**config.mk**
```make
export PLATFORM = sky130hd
export DESIGN_NAME = multi_channel_comm_loss_watchdog
export DESIGN_NICKNAME = d
export VERILOG_FILES = /design/src/rtl/core/mclw_pkg.sv /design/src/rtl/core/multi_channel_comm_loss_watchdog.sv /design/src/rtl/core/mclw_unit.sv /design/src/rtl/core/mclw_bank.sv
export SDC_FILE = /design/constraint.sdc
export NUM_CORES = 1
export LEC_CHECK = 0
export ABC_AREA = 1
export BUFFER_PORTS_ARGS = -buffer_cell sky130_fd_sc_hd__buf_4
export CAP_MARGIN = 20
export CORE_MARGIN = 2
export CORE_UTILIZATION = 50
export CTS_BUF_LIST = sky130_fd_sc_hd__clkbuf_16
export DETAILED_ROUTE_END_ITERATION = 6
export GPL_TIMING_DRIVEN = 0
export PLACE_DENSITY = 0.69
export SETUP_SLACK_MARGIN = 0.2
export SYNTH_ARGS = -nofsm -noshare
export SYNTH_HDL_FRONTEND = slang
export SYNTH_HIERARCHICAL = 1
export SYNTH_SLANG_ARGS = --single-unit
```
**constraint.sdc**
```tcl
create_clock -name i_clk -period 5 [get_ports i_clk]
set_input_delay 0.25 -clock i_clk [delete_from_list [all_inputs] [get_ports i_clk]]
set_output_delay 0.25 -clock i_clk [all_outputs]
set_load 0.05 [all_outputs]
```
**src/rtl/core/mclw_pkg.sv**
```systemverilog
// ----------------------------------------------------------------------------
// mclw_pkg
// Shared types and constants of the comm-loss watchdog bank.
// ----------------------------------------------------------------------------
package mclw_pkg;

    localparam int NUM_CHANNELS = 8;
    localparam int TIMER_CAP    = 65535;
    localparam int CH_W         = (NUM_CHANNELS > 1) ? $clog2(NUM_CHANNELS) : 1;

    // field widths
    localparam int FUNC_W    = 2;
    localparam int CHANNEL_W = 3;
    localparam int SRC_W     = 8;
    localparam int TMO_W     = 16;
    localparam int CODE_W    = 2;
    localparam int TICK_W    = 10;
    localparam int CFG_IDX_W = 2;
    localparam int CFG_DAT_W = 16;

    // configuration register indexes
    localparam logic [CFG_IDX_W-1:0] CFG_TICK_INTERVAL = 2'd0;
    localparam logic [CFG_IDX_W-1:0] CFG_DISABLE_THR   = 2'd1;
    localparam logic [CFG_IDX_W-1:0] CFG_UNKNOWN_SRC   = 2'd2;

    localparam logic [TICK_W-1:0] TICK_RESET = 10'd10;

    // event kind reported on expiry
    localparam logic [CODE_W-1:0] EVT_COMM_LOSS = 2'd0;

    typedef enum logic [FUNC_W-1:0] {
        FUNC_TICK    = 2'd0,
        FUNC_INSTALL = 2'd1,
        FUNC_FEED    = 2'd2,
        FUNC_TRIGGER = 2'd3
    } t_func;

    typedef enum logic [1:0] {
        ST_IDLE,
        ST_TICK,
        ST_TRIG,
        ST_FLUSH
    } t_state;

    // write side of the channel bank
    typedef struct packed {
        logic             inst_we;
        logic             en_we;
        logic             en_val;
        logic             elap_we;
        logic [TMO_W-1:0] elap_val;
        logic             tmo_we;
        logic [TMO_W-1:0] tmo_val;
        logic             src_we;
        logic [SRC_W-1:0] src_val;
    } t_bank_wr;

    // read side of the channel bank
    typedef struct packed {
        logic             installed;
        logic             enabled;
        logic [TMO_W-1:0] elapsed;
        logic [TMO_W-1:0] timeout;
        logic [SRC_W-1:0] source;
    } t_bank_rd;

    // shared unit results
    typedef struct packed {
        logic [TMO_W-1:0] sat_elapsed;
        logic             expire;
        logic             armed;
        logic             match;
    } t_unit_res;

endpackage

```
**src/rtl/core/multi_channel_comm_loss_watchdog.sv**
```systemverilog
// ----------------------------------------------------------------------------
// multi_channel_comm_loss_watchdog
// Bank of comm-loss watchdogs walked by a sequencer over one timer unit.
// ----------------------------------------------------------------------------
// Usage:
//  - Command channel: a transaction is taken on a clock edge with i_start high
//    and o_busy low. i_func selects tick, install, feed or trigger.
//  - Install and feed complete on the accepting edge (no result);
//    o_busy stays low.
//  - A tick walks every channel, one per cycle through the shared timer unit,
//    then passes through the flush step. Each expiry event is held until the
//    next expiry is found or the flush step is reached, and then leaves
//    through the output register, so the final one can carry o_last.
//  - A trigger walks channels until the first installed source match or the
//    last channel (skipped for the unknown id), then the flush step, and
//    always emits exactly one event with o_last set.
//  - Results: o_valid strobes for one cycle per event; the receiver cannot
//    stall, so none is held.
//  - Configuration: separate write channel, o_cfg_ready always high; write
//    only while the block is idle.
//  - Reset (synchronous, active low): all channels uninstalled and disabled,
//    registers to their defaults, no result pending.
// ----------------------------------------------------------------------------
module multi_channel_comm_loss_watchdog (
    input  logic                            i_clk,
    input  logic                            i_rst_n,
    // command channel
    input  logic                            i_start,
    output logic                            o_busy,
    input  logic [mclw_pkg::FUNC_W-1:0]     i_func,
    input  logic [mclw_pkg::CHANNEL_W-1:0]  i_channel,
    input  logic [mclw_pkg::SRC_W-1:0]      i_source_id,
    input  logic [mclw_pkg::TMO_W-1:0]      i_timeout_ms,
    input  logic [mclw_pkg::CODE_W-1:0]     i_trigger_code,
    // result strobe
    output logic                            o_valid,
    output logic [mclw_pkg::CODE_W-1:0]     o_event_kind,
    output logic [mclw_pkg::SRC_W-1:0]      o_event_source,
    output logic                            o_last,
    // configuration write channel
    input  logic                            i_cfg_valid,
    output logic                            o_cfg_ready,
    input  logic [mclw_pkg::CFG_IDX_W-1:0]  i_cfg_index,
    input  logic [mclw_pkg::CFG_DAT_W-1:0]  i_cfg_data
);

    localparam int ADDR_EXT_W = (mclw_pkg::CH_W > mclw_pkg::CHANNEL_W)
                              ? mclw_pkg::CH_W : mclw_pkg::CHANNEL_W;

    // configuration registers
    logic [mclw_pkg::TICK_W-1:0] r_tick_interval;
    logic [mclw_pkg::TMO_W-1:0]  r_disable_thr;
    logic [mclw_pkg::SRC_W-1:0]  r_unknown_src;

    // sequencer
    mclw_pkg::t_state            r_state, n_state;
    logic [mclw_pkg::CH_W-1:0]   r_idx, n_idx;
    logic [mclw_pkg::SRC_W-1:0]  r_key, n_key;

    // one-deep hold of the most recent event, so the final one gets o_last
    logic                        r_pend_valid, n_pend_valid;
    logic [mclw_pkg::CODE_W-1:0] r_pend_kind, n_pend_kind;
    logic [mclw_pkg::SRC_W-1:0]  r_pend_src, n_pend_src;

    // output register
    logic                        r_out_valid, n_out_valid;
    logic [mclw_pkg::CODE_W-1:0] r_out_kind, n_out_kind;
    logic [mclw_pkg::SRC_W-1:0]  r_out_src, n_out_src;
    logic                        r_out_last, n_out_last;

    logic                        accept;
    mclw_pkg::t_func             func;
    logic [ADDR_EXT_W-1:0]       ch_ext;
    logic                        ch_in_range;
    logic [mclw_pkg::CH_W-1:0]   addr;
    logic                        idx_last;
    logic                        tick_live;
    logic                        trig_hit;

    mclw_pkg::t_bank_wr          bank_wr;
    mclw_pkg::t_bank_rd          bank_rd;
    mclw_pkg::t_unit_res         unit_res;

    assign accept      = i_start && (r_state == mclw_pkg::ST_IDLE);
    assign func        = mclw_pkg::t_func'(i_func);
    assign ch_ext      = ADDR_EXT_W'(i_channel);
    assign ch_in_range = (32'(i_channel) < mclw_pkg::NUM_CHANNELS);
    // idle: address the commanded channel; walking: the scan index
    assign addr        = (r_state == mclw_pkg::ST_IDLE) ? ch_ext[mclw_pkg::CH_W-1:0] : r_idx;
    assign idx_last    = (r_idx == mclw_pkg::CH_W'(mclw_pkg::NUM_CHANNELS - 1));
    assign tick_live   = bank_rd.installed && bank_rd.enabled && unit_res.armed;
    assign trig_hit    = bank_rd.installed && unit_res.match;

    mclw_bank u_bank (
        .i_clk   (i_clk),
        .i_rst_n (i_rst_n),
        .i_addr  (addr),
        .i_wr    (bank_wr),
        .o_rd    (bank_rd)
    );

    mclw_unit u_unit (
        .i_elapsed       (bank_rd.elapsed),
        .i_tick_interval (r_tick_interval),
        .i_timeout       (bank_rd.timeout),
        .i_threshold     (r_disable_thr),
        .i_source        (bank_rd.source),
        .i_key           (r_key),
        .o_res           (unit_res)
    );

    // configuration writes
    assign o_cfg_ready = 1'b1;

    always_ff @(posedge i_clk) begin
        if (!i_rst_n) begin
            r_tick_interval <= mclw_pkg::TICK_RESET;
            r_disable_thr   <= '0;
            r_unknown_src   <= '0;
        end else if (i_cfg_valid && o_cfg_ready) begin
            unique case (i_cfg_index)
                mclw_pkg::CFG_TICK_INTERVAL: begin
                    r_tick_interval <= i_cfg_data[mclw_pkg::TICK_W-1:0];
                end
                mclw_pkg::CFG_DISABLE_THR: begin
                    r_disable_thr <= i_cfg_data[mclw_pkg::TMO_W-1:0];
                end
                mclw_pkg::CFG_UNKNOWN_SRC: begin
                    r_unknown_src <= i_cfg_data[mclw_pkg::SRC_W-1:0];
                end
                default: begin
                end
            endcase
        end
    end

    // next state
    always_comb begin
        n_state = r_state;
        unique case (r_state)
            mclw_pkg::ST_IDLE: begin
                if (accept) begin
                    unique case (func)
                        mclw_pkg::FUNC_TICK: begin
                            n_state = mclw_pkg::ST_TICK;
                        end
                        mclw_pkg::FUNC_TRIGGER: begin
                            n_state = (i_source_id != r_unknown_src)
                                    ? mclw_pkg::ST_TRIG : mclw_pkg::ST_FLUSH;
                        end
                        default: begin
                            n_state = mclw_pkg::ST_IDLE;
                        end
                    endcase
                end
            end
            mclw_pkg::ST_TICK: begin
                if (idx_last) begin
                    n_state = mclw_pkg::ST_FLUSH;
                end
            end
            mclw_pkg::ST_TRIG: begin
                if (trig_hit || idx_last) begin
                    n_state = mclw_pkg::ST_FLUSH;
                end
            end
            mclw_pkg::ST_FLUSH: begin
                n_state = mclw_pkg::ST_IDLE;
            end
            default: begin
                n_state = mclw_pkg::ST_IDLE;
            end
        endcase
    end

    // datapath control
    always_comb begin
        bank_wr      = '0;
        n_idx        = r_idx;
        n_key        = r_key;
        n_pend_valid = r_pend_valid;
        n_pend_kind  = r_pend_kind;
        n_pend_src   = r_pend_src;
        n_out_valid  = 1'b0;
        n_out_kind   = r_out_kind;
        n_out_src    = r_out_src;
        n_out_last   = r_out_last;
        unique case (r_state)
            mclw_pkg::ST_IDLE: begin
                if (accept) begin
                    n_idx = '0;
                    n_key = i_source_id;
                    unique case (func)
                        mclw_pkg::FUNC_TICK: begin
                            n_pend_valid = 1'b0;
                        end
                        mclw_pkg::FUNC_INSTALL: begin
                            if (ch_in_range) begin
                                bank_wr.inst_we  = 1'b1;
                                bank_wr.en_we    = 1'b1;
                                bank_wr.en_val   = 1'b0;
                                bank_wr.elap_we  = 1'b1;
                                bank_wr.elap_val = '0;
                                bank_wr.tmo_we   = 1'b1;
                                bank_wr.tmo_val  = i_timeout_ms;
                                bank_wr.src_we   = 1'b1;
                                bank_wr.src_val  = i_source_id;
                            end
                        end
                        mclw_pkg::FUNC_FEED: begin
                            if (ch_in_range && bank_rd.installed) begin
                                bank_wr.en_we    = 1'b1;
                                bank_wr.en_val   = 1'b1;
                                bank_wr.elap_we  = 1'b1;
                                bank_wr.elap_val = '0;
                                bank_wr.tmo_we   = 1'b1;
                                bank_wr.tmo_val  = i_timeout_ms;
                            end
                        end
                        mclw_pkg::FUNC_TRIGGER: begin
                            n_pend_valid = 1'b1;
                            n_pend_kind  = i_trigger_code;
                            n_pend_src   = i_source_id;
                        end
                        default: begin
                        end
                    endcase
                end
            end
            mclw_pkg::ST_TICK: begin
                n_idx = r_idx + 1'b1;
                if (tick_live) begin
                    bank_wr.elap_we  = 1'b1;
                    bank_wr.elap_val = unit_res.sat_elapsed;
                    if (unit_res.expire) begin
                        bank_wr.en_we  = 1'b1;
                        bank_wr.en_val = 1'b0;
                        // earlier expiry is not the final one: release it now
                        if (r_pend_valid) begin
                            n_out_valid = 1'b1;
                            n_out_kind  = r_pend_kind;
                            n_out_src   = r_pend_src;
                            n_out_last  = 1'b0;
                        end
                        n_pend_valid = 1'b1;
                        n_pend_kind  = mclw_pkg::EVT_COMM_LOSS;
                        n_pend_src   = bank_rd.source;
                    end
                end
            end
            mclw_pkg::ST_TRIG: begin
                n_idx = r_idx + 1'b1;
                if (trig_hit) begin
                    bank_wr.en_we  = 1'b1;
                    bank_wr.en_val = 1'b0;
                end
            end
            mclw_pkg::ST_FLUSH: begin
                if (r_pend_valid) begin
                    n_out_valid  = 1'b1;
                    n_out_kind   = r_pend_kind;
                    n_out_src    = r_pend_src;
                    n_out_last   = 1'b1;
                    n_pend_valid = 1'b0;
                end
            end
            default: begin
            end
        endcase
    end

    always_ff @(posedge i_clk) begin
        if (!i_rst_n) begin
            r_state      <= mclw_pkg::ST_IDLE;
            r_idx        <= '0;
            r_pend_valid <= 1'b0;
            r_out_valid  <= 1'b0;
        end else begin
            r_state      <= n_state;
            r_idx        <= n_idx;
            r_pend_valid <= n_pend_valid;
            r_out_valid  <= n_out_valid;
        end
    end

    always_ff @(posedge i_clk) begin
        r_key       <= n_key;
        r_pend_kind <= n_pend_kind;
        r_pend_src  <= n_pend_src;
        r_out_kind  <= n_out_kind;
        r_out_src   <= n_out_src;
        r_out_last  <= n_out_last;
    end

    assign o_busy         = (r_state != mclw_pkg::ST_IDLE);
    assign o_valid        = r_out_valid;
    assign o_event_kind   = r_out_kind;
    assign o_event_source = r_out_src;
    assign o_last         = r_out_last;

    // the final event of a transaction is never followed at once by another
    a_last_gap: assert property (@(posedge i_clk) disable iff (!i_rst_n)
        (o_valid && o_last) |=> !o_valid)
        else $error("event directly after a final event");

    // an event without o_last only appears while a tick walk is still open
    a_nonlast_in_tick: assert property (@(posedge i_clk) disable iff (!i_rst_n)
        (o_valid && !o_last) |-> (r_state == mclw_pkg::ST_TICK || r_state == mclw_pkg::ST_FLUSH))
        else $error("non-final event outside a tick walk");

    // busy ends only through the flush step
    a_busy_end: assert property (@(posedge i_clk) disable iff (!i_rst_n)
        ($fell(o_busy) && $past(i_rst_n)) |-> ($past(r_state) == mclw_pkg::ST_FLUSH))
        else $error("busy dropped without flushing");

endmodule

```
**src/rtl/core/mclw_unit.sv**
```systemverilog
// ----------------------------------------------------------------------------
// mclw_unit
// Shared timer unit: saturating add, expiry and threshold compares, id match.
// ----------------------------------------------------------------------------
module mclw_unit (
    input  logic [mclw_pkg::TMO_W-1:0]  i_elapsed,
    input  logic [mclw_pkg::TICK_W-1:0] i_tick_interval,
    input  logic [mclw_pkg::TMO_W-1:0]  i_timeout,
    input  logic [mclw_pkg::TMO_W-1:0]  i_threshold,
    input  logic [mclw_pkg::SRC_W-1:0]  i_source,
    input  logic [mclw_pkg::SRC_W-1:0]  i_key,
    output mclw_pkg::t_unit_res         o_res
);

    logic [mclw_pkg::TMO_W:0]   sum;
    logic [mclw_pkg::TMO_W-1:0] sat;

    assign sum = {1'b0, i_elapsed} + (mclw_pkg::TMO_W+1)'(i_tick_interval);
    assign sat = (sum > (mclw_pkg::TMO_W+1)'(mclw_pkg::TIMER_CAP))
               ? mclw_pkg::TMO_W'(mclw_pkg::TIMER_CAP) : sum[mclw_pkg::TMO_W-1:0];

    always_comb begin
        o_res.sat_elapsed = sat;
        o_res.expire      = (sat >= i_timeout);
        o_res.armed       = (i_timeout > i_threshold);
        o_res.match       = (i_source == i_key);
    end

endmodule

```
**src/rtl/core/mclw_bank.sv**
```systemverilog
// ----------------------------------------------------------------------------
// mclw_bank
// Per-channel watchdog state, one shared read/write address per cycle.
// ----------------------------------------------------------------------------
module mclw_bank (
    input  logic                        i_clk,
    input  logic                        i_rst_n,
    input  logic [mclw_pkg::CH_W-1:0]   i_addr,
    input  mclw_pkg::t_bank_wr          i_wr,
    output mclw_pkg::t_bank_rd          o_rd
);

    logic [mclw_pkg::NUM_CHANNELS-1:0] r_installed;
    logic [mclw_pkg::NUM_CHANNELS-1:0] r_enabled;
    logic [mclw_pkg::TMO_W-1:0]        r_elapsed [mclw_pkg::NUM_CHANNELS];
    logic [mclw_pkg::TMO_W-1:0]        r_timeout [mclw_pkg::NUM_CHANNELS];
    logic [mclw_pkg::SRC_W-1:0]        r_source  [mclw_pkg::NUM_CHANNELS];

    // flags reset; timer, timeout and id are only read once installed
    always_ff @(posedge i_clk) begin
        if (!i_rst_n) begin
            r_installed <= '0;
            r_enabled   <= '0;
        end else begin
            if (i_wr.inst_we) begin
                r_installed[i_addr] <= 1'b1;
            end
            if (i_wr.en_we) begin
                r_enabled[i_addr] <= i_wr.en_val;
            end
        end
    end

    always_ff @(posedge i_clk) begin
        if (i_wr.elap_we) begin
            r_elapsed[i_addr] <= i_wr.elap_val;
        end
        if (i_wr.tmo_we) begin
            r_timeout[i_addr] <= i_wr.tmo_val;
        end
        if (i_wr.src_we) begin
            r_source[i_addr] <= i_wr.src_val;
        end
    end

    always_comb begin
        o_rd.installed = r_installed[i_addr];
        o_rd.enabled   = r_enabled[i_addr];
        o_rd.elapsed   = r_elapsed[i_addr];
        o_rd.timeout   = r_timeout[i_addr];
        o_rd.source    = r_source[i_addr];
    end

endmodule
```
==> results of run 1 <==
## what timing repair did
action	CTS	global route
setup endpoints to repair	287	215
hold endpoints to repair	36	0
buffers inserted	24	15
gates resized for setup	138	139
hold buffers	26	0
pin swaps	21	43
cloned	2	2
## synthesized netlist by cell type
cell type,number
clkinv_2,1
conb_1,1
fa_1,1
and2_1,1
nand2_2,13
and2_4,1
o21ai_1,2
clkbuf_2,1
buf_1,11
nand3_2,1
buf_2,46
a21boi_0,2
a211oi_1,2
clkbuf_1,18
ha_1,54
buf_4,7
o21ai_0,55
a21oi_2,3
dfxtp_1,57
nor2_2,13
o21a_1,5
nor3_1,2
nand2_4,1
nand2_1,1042
inv_1,145
a21o_1,2
nand4_1,19
xnor2_1,13
inv_2,6
nor2_4,2
a21oi_1,48
o211ai_1,1
nand3b_1,1
o21bai_1,1
inv_4,1
nor2_1,161
nand3_1,41
clkinv_1,1
a31oi_1,1
edfxtp_1,349
buf_6,2
## power groups by stage
stage / clock [uW] / combinational, uW / sequential (uW)
after detailed placement: 0 / 2930 / 3930
after global placement: 0 / 2840 / 3930
final: 3250 / 3750 / 3860
after floorplan: 0 / 1900 / 3950
after CTS: 3270 / 3330 / 3860
after global routing: 3410 / 4070 / 3870
## final cells by class
type	count	area, um^2
Inverter	154	595.6
Multi-Input combinational cell	1489	7311
Buffer	85	701.9
Tap cell	511	639.4
Clock buffer	45	1126
Clock inverter	33	324.1
Sequential cell	406	11620
Fill cell	2968	13990
Timing Repair Buffer	150	1441
## tightest hold or removal path: stages
cell and delay [ns]:
buf_4 0.17, nand2_1 0.08, nor2_1 0.03
## sequential cells by signal (all words and copies together), names as in the netlist, 10 cells and up
signal / count
r_tick_interval: 10
r_disable_thr: 16
u_bank/r_source: 64
u_bank/r_timeout: 128
u_bank/r_elapsed: 128
## path summary, 6_finish.rpt
path                      startpoint                          endpoint  slack [ns]  cells after the start
min                          i_rst_n  u_bank/r_enabled[2]$_SDFFE_PN0P_        0.02                      3
max reg2reg  r_state[0]$_SDFFE_PN0P_  u_bank/r_enabled[7]$_SDFFE_PN0P_        0.14                     36
min reg2reg  r_pend_src[4]$_DFFE_PP_       o_event_source[4]$_DFFE_PP_        0.42                      0
max          r_state[0]$_SDFFE_PN0P_  u_bank/r_enabled[7]$_SDFFE_PN0P_        0.14                     36
## per-layer routing
layer | GRT usage | up-vias | wire, um
met1 | 0.3531 | 7246 | 21730
met4 | 0.09410 | 0 | 1808
met3 | 0.04486 | 126 | 4222
li1 | - | 7241 | -
met2 | 0.4421 | 628 | 25430
met5 | 0 | - | 0
## per-stage QoR
| stage | cells | area, um^2 | setup slack, ns |
|---|---|---|---|
| 3_3_place_gp | 2710 | 20310 | -1.369 |
| 2_1_floorplan | 2134 | 19180 | 0.1818 |
| 4_1_cts | 2856 | 23050 | 0.2004 |
| 3_5_place_dp | 2726 | 20610 | -1.413 |
| 6_report | 2873 | 23760 | 0.1359 |
| 5_1_grt | 2873 | 23760 | -0.08472 |
## logic make-up (layout without fill, tap and decap cells)
logic type      Yosys count  after routing  synth area share
compound gates          122            122           0.03420
other cells               1              1         0.0001956
simple gates           1298           1298            0.2649
xor+xnor                 13             13          0.005940
fa+ha+maj                55             55           0.03629
flops                   406            406            0.6062
buf+inv                 239            467           0.05221
==> results.txt, run 1 <==
Post-Syn Nets -> 2,242
Sw Ratio -> 0.3509
Combinational Power Share -> 0.345
Synth area leader -> edfxtp_1
Num CTS Buffers -> 42
Synth Warn # -> 6
# rows -> 71
Setup TNS -> 0 ns
Final WL -> 53,190 um
Synth top area share -> 0.5467
Share of cells above drive strength 1 -> 0.1876
CP endpoint kind -> flip-flop
Max-cap violations -> 0
# DRC -> 0
First-pass GRT wire length -> 79,630 um
Pwr Density -> 457.0 nW/um^2
Grt total ovfl -> 0
Largest net degree at the start of global routing -> 17
Period minus WS final -> 4.864 ns
Avg WL per Cell -> 18.51 um
I/O pin cnt -> 67
Final setup skew -> 0.01948 ns
Most frequent cells in the layout -> 983 x nand2_1, 349 x edfxtp_1, 137 x inv_1, 135 x nor2_1, 104 x buf_4
Maximum VDD drop -> 0.0003668 V
Die Height -> 199.8 um
Layout area overhead -> 23.96%
DRC violation total after the first TritonRoute iteration -> 1,422
Vias per inst -> 5.305
Seq cells post-synth -> 406
Routability cong. -> 0.9266
Overall routing resource usage -> 0.2655
Relative slew slack -> 0.2704
Crit start category -> flip-flop
Worst Path Arrival -> 5.32 ns
Worst-Skew Late Latency -> 0.56 ns
Die area -> 39,920 um^2
CP Max Fanout -> 10
Worst hold slack -> 0.01811 ns
P_leak -> 0.01052 uW
Antenna Nets Post-Route -> 0
Buf+Inv Stages, Crit Path -> 9
Unique masters post-synth -> 41
Ratio of final minimum period to clock period -> 0.9728
Clock transition at path regs -> 0.06 ns
Number of global-route vias before repair -> 14,430
Int Power -> 7048 uW
H-tree levels -> 2
Core ar. -> 37,760 um^2
Fmax -> 205.6 MHz
Final setup fails -> 0
Area of the mapped netlist -> 19,170 um^2
Synthesized instance count -> 2,134
Critical Path RT -> 5.46 ns
Commonest non-fill, non-tap cell in the layout -> nand2_1
RSZ-0062 raised after global routing -> true
Final Hold Vio Count -> 0
Post-synthesis sequential area ratio -> 0.6062
Post-Syn Area per Cell -> 8.983 um^2
Final Util -> 0.6294
Max stage delay cell, worst path -> dfxtp_2
PortBufs -> 65
Crit path max-delay family -> simple AND/OR/NAND/NOR gates
Initial antenna violation count -> 0
Seq pwr share -> 0.356
Leading post-synthesis cells by cell area -> edfxtp_1 55%, nand2_1 20%, dfxtp_1 6.0%
Die W -> 199.8 um
CTS tree -> yes
Number of diodes -> 0
Crit-path max cell delay -> 0.34 ns
Critical path class -> flip-flop to flip-flop
Status -> finished, final reports clean
CTS Sinks -> 406
P_sw -> 3811 uW
Hpwl dp -> 36,460 um
Slew Viols, Final -> 0
Iteration count of the initial detailed-routing pass -> 5
Initial Utilization -> 0.5077
Nets -> 2,436
CTS Buffer Depth -> 3
Clock power frac -> 0.299
Slew @ Worst Pin -> 1.090 ns
Vias post-DR -> 15,240
Clk root buf -> clkbuf_16
Hold Path Class -> input port to flip-flop
Most Frequent Cell on Critical Path -> nand2_1
Power Total -> 10,860 uW
No activity file was read; power rests on OpenSTA's default activity.
==> run 2, diff against run 1 <==
PLACE_DENSITY = 0.66   (was 0.69)
clock period = 6.2 ns   (was 5 ns; I/O delays follow)
==> run 2 against run 1 <==
Effect of this change: critical path depth rose by 4; wire length decreased by 4.3%; core utilization decreased by 4.3 points; clock skew increased by 0.0036 ns; sequential power decreased by 19%; critical path type unchanged; largest cell class unchanged; highest routed layer is now met5.
==> results.txt, run 2 (synthesized netlist as in run 1, its figures left out) <==
Status -> finished, final reports clean
Largest regs -> u_bank/r_elapsed (128), u_bank/r_timeout (128), u_bank/r_source (64)
Layout area overhead -> 15.58%
Period minus WS final -> 5.541 ns
Worst hold path startpoint -> i_cfg_data[13]
Vias post-DR -> 14,610
H-tree levels -> 2
Crit-path max cell delay -> 0.39 ns
# DRC -> 0
Final WL -> 50,930 um
Share of cells above drive strength 1 -> 0.1169
Critical path class -> flip-flop to flip-flop
Most Frequent Cell on Critical Path -> nand2_1
Crit path from -> r_state[0]$_SDFFE_PN0P_
CP endpoint kind -> flip-flop
Vias per inst -> 5.178
Grt total ovfl -> 0
Max stage delay cell, worst path -> fa_1
Hold Path Class -> input port to flip-flop
Final Hold Vio Count -> 0
Die W -> 199.8 um
PortBufs -> 65
P_leak -> 0.009967 uW
Final setup skew -> 0.02311 ns
Initial Utilization -> 0.5077
Number of global-route vias before repair -> 13,800
Critical Path RT -> 6.64 ns
Hpwl dp -> 36,640 um
CP Max Fanout -> 10
Routability cong. -> 0.9059
Max-cap violations -> 0
Layout fillers -> 3,229
Pwr Density -> 357.0 nW/um^2
Cell area after layout -> 22,160 um^2
Area after DPL -> 20,600 um^2
Final setup fails -> 0
Largest net degree at the start of global routing -> 17
Fmax -> 180.5 MHz
Setup WS post-layout -> 0.6592 ns
Slew Viols, Final -> 0
RSZ-0062 raised after global routing -> false
I/O pin cnt -> 67
Worst-Skew Late Latency -> 0.56 ns
Crit start category -> flip-flop
Avg WL per Cell -> 18.05 um
Most frequent cells in the layout -> 1,042 x nand2_1, 349 x edfxtp_1, 154 x inv_1, 144 x nor2_1, 76 x buf_4
Iteration count of the initial detailed-routing pass -> 6
FF+latch area -> 11,620 um^2
Multi-input logic area -> 6639 um^2
Crit path max-delay family -> simple AND/OR/NAND/NOR gates
Initial antenna violation count -> 1
Slew @ Worst Pin -> 1.010 ns
Setup TNS -> 0 ns
Num CTS Buffers -> 43
Die Height -> 199.8 um
Clock transition at path regs -> 0.06 ns
Overall routing resource usage -> 0.2606
Commonest non-fill, non-tap cell in the layout -> nand2_1
Antenna Nets Post-Route -> 0
Maximum VDD drop -> 0.0002822 V
CTS Sinks -> 406
Ratio of final minimum period to clock period -> 0.8937
Number of diodes -> 0
DP Worst Slack -> -0.2384 ns
First-pass GRT wire length -> 77,630 um
Buf+Inv Stages, Crit Path -> 11
Core ar. -> 37,760 um^2
Die area -> 39,920 um^2
Worst Path Arrival -> 5.98 ns
Clk root buf -> clkbuf_16
# rows -> 71
Nets -> 2,387
Worst R2R Start -> r_state[0]$_SDFFE_PN0P_
Relative slew slack -> 0.3241
CTS tree -> yes
DRC violation total after the first TritonRoute iteration -> 1,320
CTS Buffer Depth -> 3
Power Total -> 7910 uW
-- run 2: changes by cell type in the layout (fill, tap and decap cells not counted), sizes merged --
cell / delta
buf: -47
dlygate4sd3: -9
bufinv: -6
clkbuf: +5
inv: +4
clkinv: +1
-- run 2: through the flow --
step                        util  hold slack (ns)  std cells
final                     0.5868          0.01552       2821
after detailed placement  0.5456           0.4045       2726
after global placement    0.5376           0.4029       2710
after floorplan                -           0.4003       2134
after CTS                 0.5843         0.003443       2819
after global routing      0.5868          0.02319       2821
-- run 2: final timing paths --
| check | endpoint | slack (ns) | depth (start not counted) |
|---|---|---|---|
| worst max-delay path | u_bank/r_enabled[7]$_SDFFE_PN0P_ | 0.66 | 40 |
| worst min-delay path | r_disable_thr[13]$_SDFFE_PN0P_ | 0.02 | 3 |
| worst max register to register | u_bank/r_enabled[7]$_SDFFE_PN0P_ | 0.66 | 40 |
| worst min register to register | o_event_source[3]$_DFFE_PP_ | 0.42 | 0 |
-- run 2: report_power, final --
part / total (uW) / internal (uW) / switching, uW
registers: 3110 / 3080 / 37.9
clock network: 2320 / 1290 / 1030
logic: 2480 / 705 / 1770
total: 7910 / 5070 / 2840
-- run 2: layout make-up --
class	instances	share of cell area
flip-flops and latches	406	0.5245
multi-input cells	1489	0.2996
plain buffers	85	0.02056
repair buffers	100	0.04258
clock buffers	44	0.04970
inverters	154	0.02626
clock inverters	32	0.007906
well taps	511	0.02886
-- run 2: repair_timing --
item	in CTS	in global routing
endpoints found under the setup margin	28	28
pin swaps	0	2
hold buffers	17	0
endpoints found under the hold margin	17	0
buffers inserted	0	2
resized for setup	6	29
-- run 2: per-layer routing --
layer	GRT usage	part of all wire	vias up
met5	0	0.00026	-
met2	0.4248	0.46	597
met3	0.04587	0.084	99
met1	0.3575	0.43	6761
li1	-	-	7147
met4	0.08258	0.027	2
-- run 2: tightest hold or removal path: cells and delay by family --
kind,cells,cell delay (ns)
simple gates,2,0.13
buf+inv,1,0.08
==> run 3, diff against run 2 <==
clock period = 6.8 ns   (was 6.2 ns; I/O delays follow)
==> run 3 against run 2 <==
Effect of this change: critical endpoint is now r_pend_kind[0]$_SDFFCE_PP0P_; critical path depth is 8 lower; largest cell class unchanged; non-clock buffer count is 11 lower; sequential cell count stayed put.
==> results.txt, run 3 (synthesized netlist as in run 1, its figures left out) <==
Setup repair bufs after CTS -> 0
CTS Sinks -> 406
Worst Path Arrival -> 6.28 ns
Commonest non-fill, non-tap cell in the layout -> nand2_1
Antenna Nets Post-Route -> 0
Die area -> 39,920 um^2
Vias post-DR -> 14,520
CP Max Fanout -> 10
DRC violation total after the first TritonRoute iteration -> 1,218
Final setup fails -> 0
P_sw -> 2572 uW
Critical Path RT -> 6.97 ns
Cell area after layout -> 21,970 um^2
Placed cell count -> 2,726
Share of cells above drive strength 1 -> 0.1118
Routability cong. -> 0.9059
Max stage delay cell, worst path -> a211oi_2
PortBufs -> 65
Int Power -> 4591 uW
Fmax -> 163.5 MHz
Number of diodes -> 0
Iteration count of the initial detailed-routing pass -> 6
Combinational Power Share -> 0.309
Pwr Density -> 326.1 nW/um^2
Status -> finished, final reports clean
Die W -> 199.8 um
Slew Viols, Final -> 0
Hold Path Class -> input port to flip-flop
First-pass GRT wire length -> 77,470 um
Final Hold Vio Count -> 0
Layout area overhead -> 14.59%
Final Util -> 0.5818
Most Frequent Cell on Critical Path -> nand2_1
Period minus WS final -> 6.117 ns
Avg WL per Cell -> 18.08 um
Clk root buf -> clkbuf_16
Largest net degree at the start of global routing -> 17
Clock power frac -> 0.295
Overall routing resource usage -> 0.2601
H-tree levels -> 2
Max-cap violations -> 0
Nets -> 2,376
RSZ-0062 raised after global routing -> false
Die Height -> 199.8 um
Clock transition at path regs -> 0.06 ns
Number of global-route vias before repair -> 13,760
Register-to-register setup slack -> 0.68 ns
Largest regs -> u_bank/r_elapsed (128), u_bank/r_timeout (128), u_bank/r_source (64)
Setup WS post-layout -> 0.6831 ns
Final WL -> 50,810 um
Num CTS Buffers -> 43
Crit start category -> flip-flop
CTS Buffer Depth -> 3
CP endpoint kind -> flip-flop
# rows -> 71
Slew @ Worst Pin -> 1.042 ns
Worst-Skew Late Latency -> 0.56 ns
Seq pwr share -> 0.396
Ratio of final minimum period to clock period -> 0.8995
Sw Ratio -> 0.3591
Hpwl dp -> 36,640 um
Grt total ovfl -> 0
# DRC -> 0
Most frequent cells in the layout -> 1,042 x nand2_1, 349 x edfxtp_1, 154 x inv_1, 145 x nor2_1, 72 x buf_4
Critical path class -> flip-flop to flip-flop
Area after DPL -> 20,600 um^2
Initial Utilization -> 0.5077
Initial antenna violation count -> 1
Crit-path max cell delay -> 0.74 ns
CTS tree -> yes
Final setup skew -> 0.02414 ns
Relative slew slack -> 0.3029
Non-Filler Instances -> 2,810
Core ar. -> 37,760 um^2
Vias per inst -> 5.167
P_leak -> 0.009871 uW
DP Worst Slack -> 0.3616 ns
I/O pin cnt -> 67
Maximum VDD drop -> 0.0002579 V
-- run 3: changes by cell type in the layout (fill, tap and decap cells not counted), moves of 4 or more --
cell | previous run | this run
buf_1 | 7 | 11
buf_2 | 37 | 45
clkbuf_1 | 13 | 17
dlygate4sd3_1 | 17 | 8
buf_4 | 76 | 72
clkbuf_2 | 9 | 2
clkbuf_4 | 7 | 1
-- run 3: repair_timing --
item,CTS,global route
endpoints found under the setup margin,0,28
hold endpoints to repair,8,0
gates resized for setup,0,6
hold buffers,8,0
-- run 3: metrics by stage --
step / hold slack [ns] / total power [uW] / setup TNS (ns)
finish: 0.02304 / 7163 / 0
global route: 0.02723 / 7524 / 0
CTS: 0.006484 / 7157 / 0
detailed placement: 0.4045 / 5050 / 0
global placement: 0.4029 / 4997 / -0.4252
floorplan: 0.4003 / 4291 / 0
-- run 3: worst paths after layout --
| check | startpoint | endpoint | cells after the start |
|---|---|---|---|
| worst min-delay path | i_cfg_data[10] | r_disable_thr[10]$_SDFFE_PN0P_ | 3 |
| worst min register to register | r_pend_src[3]$_DFFE_PP_ | o_event_source[3]$_DFFE_PP_ | 0 |
| worst max register to register | r_state[0]$_SDFFE_PN0P_ | r_pend_kind[0]$_SDFFCE_PP0P_ | 32 |
| worst max-delay path | r_state[0]$_SDFFE_PN0P_ | r_pend_kind[0]$_SDFFCE_PP0P_ | 32 |
-- run 3: final cells by class --
| class | count | area (um^2) |
|---|---|---|
| Buffer | 85 | 422.9 |
| Fill cell | 3251 | 15790 |
| Multi-Input combinational cell | 1489 | 6600 |
| Sequential cell | 406 | 11620 |
| Timing Repair Buffer | 89 | 825.8 |
| Tap cell | 511 | 639.4 |
| Clock inverter | 32 | 175.2 |
| Inverter | 154 | 581.8 |
| Clock buffer | 44 | 1101 |
-- run 3: power groups by stage --
stage | clock network (uW) | logic (uW) | registers [uW]
after floorplan | 0 | 1390 | 2900
after global placement | 0 | 2110 | 2890
after detailed placement | 0 | 2160 | 2890
after CTS | 2140 | 2180 | 2840
after global routing | 2240 | 2440 | 2850
final | 2110 | 2210 | 2840
-- run 3: routing by layer --
layer | track usage | wire, um | up-vias
li1 | - | - | 7113
met1 | 0.3570 | 21820 | 6733
met2 | 0.4235 | 23260 | 562
met3 | 0.04587 | 4181 | 108
met4 | 0.08258 | 1526 | 2
met5 | 0 | 13 | -
-- run 3: worst max-delay path, delay by kind of cell, from the launching register on --
family                   cells  cell delay, ns
AND/OR/NAND/NOR             16            1.69
buffers and inverters       10            1.74
AO/OA/AOI/OAI                2            0.94
adder cells (fa/ha/maj)      4            0.97
flip-flops                   1            0.38
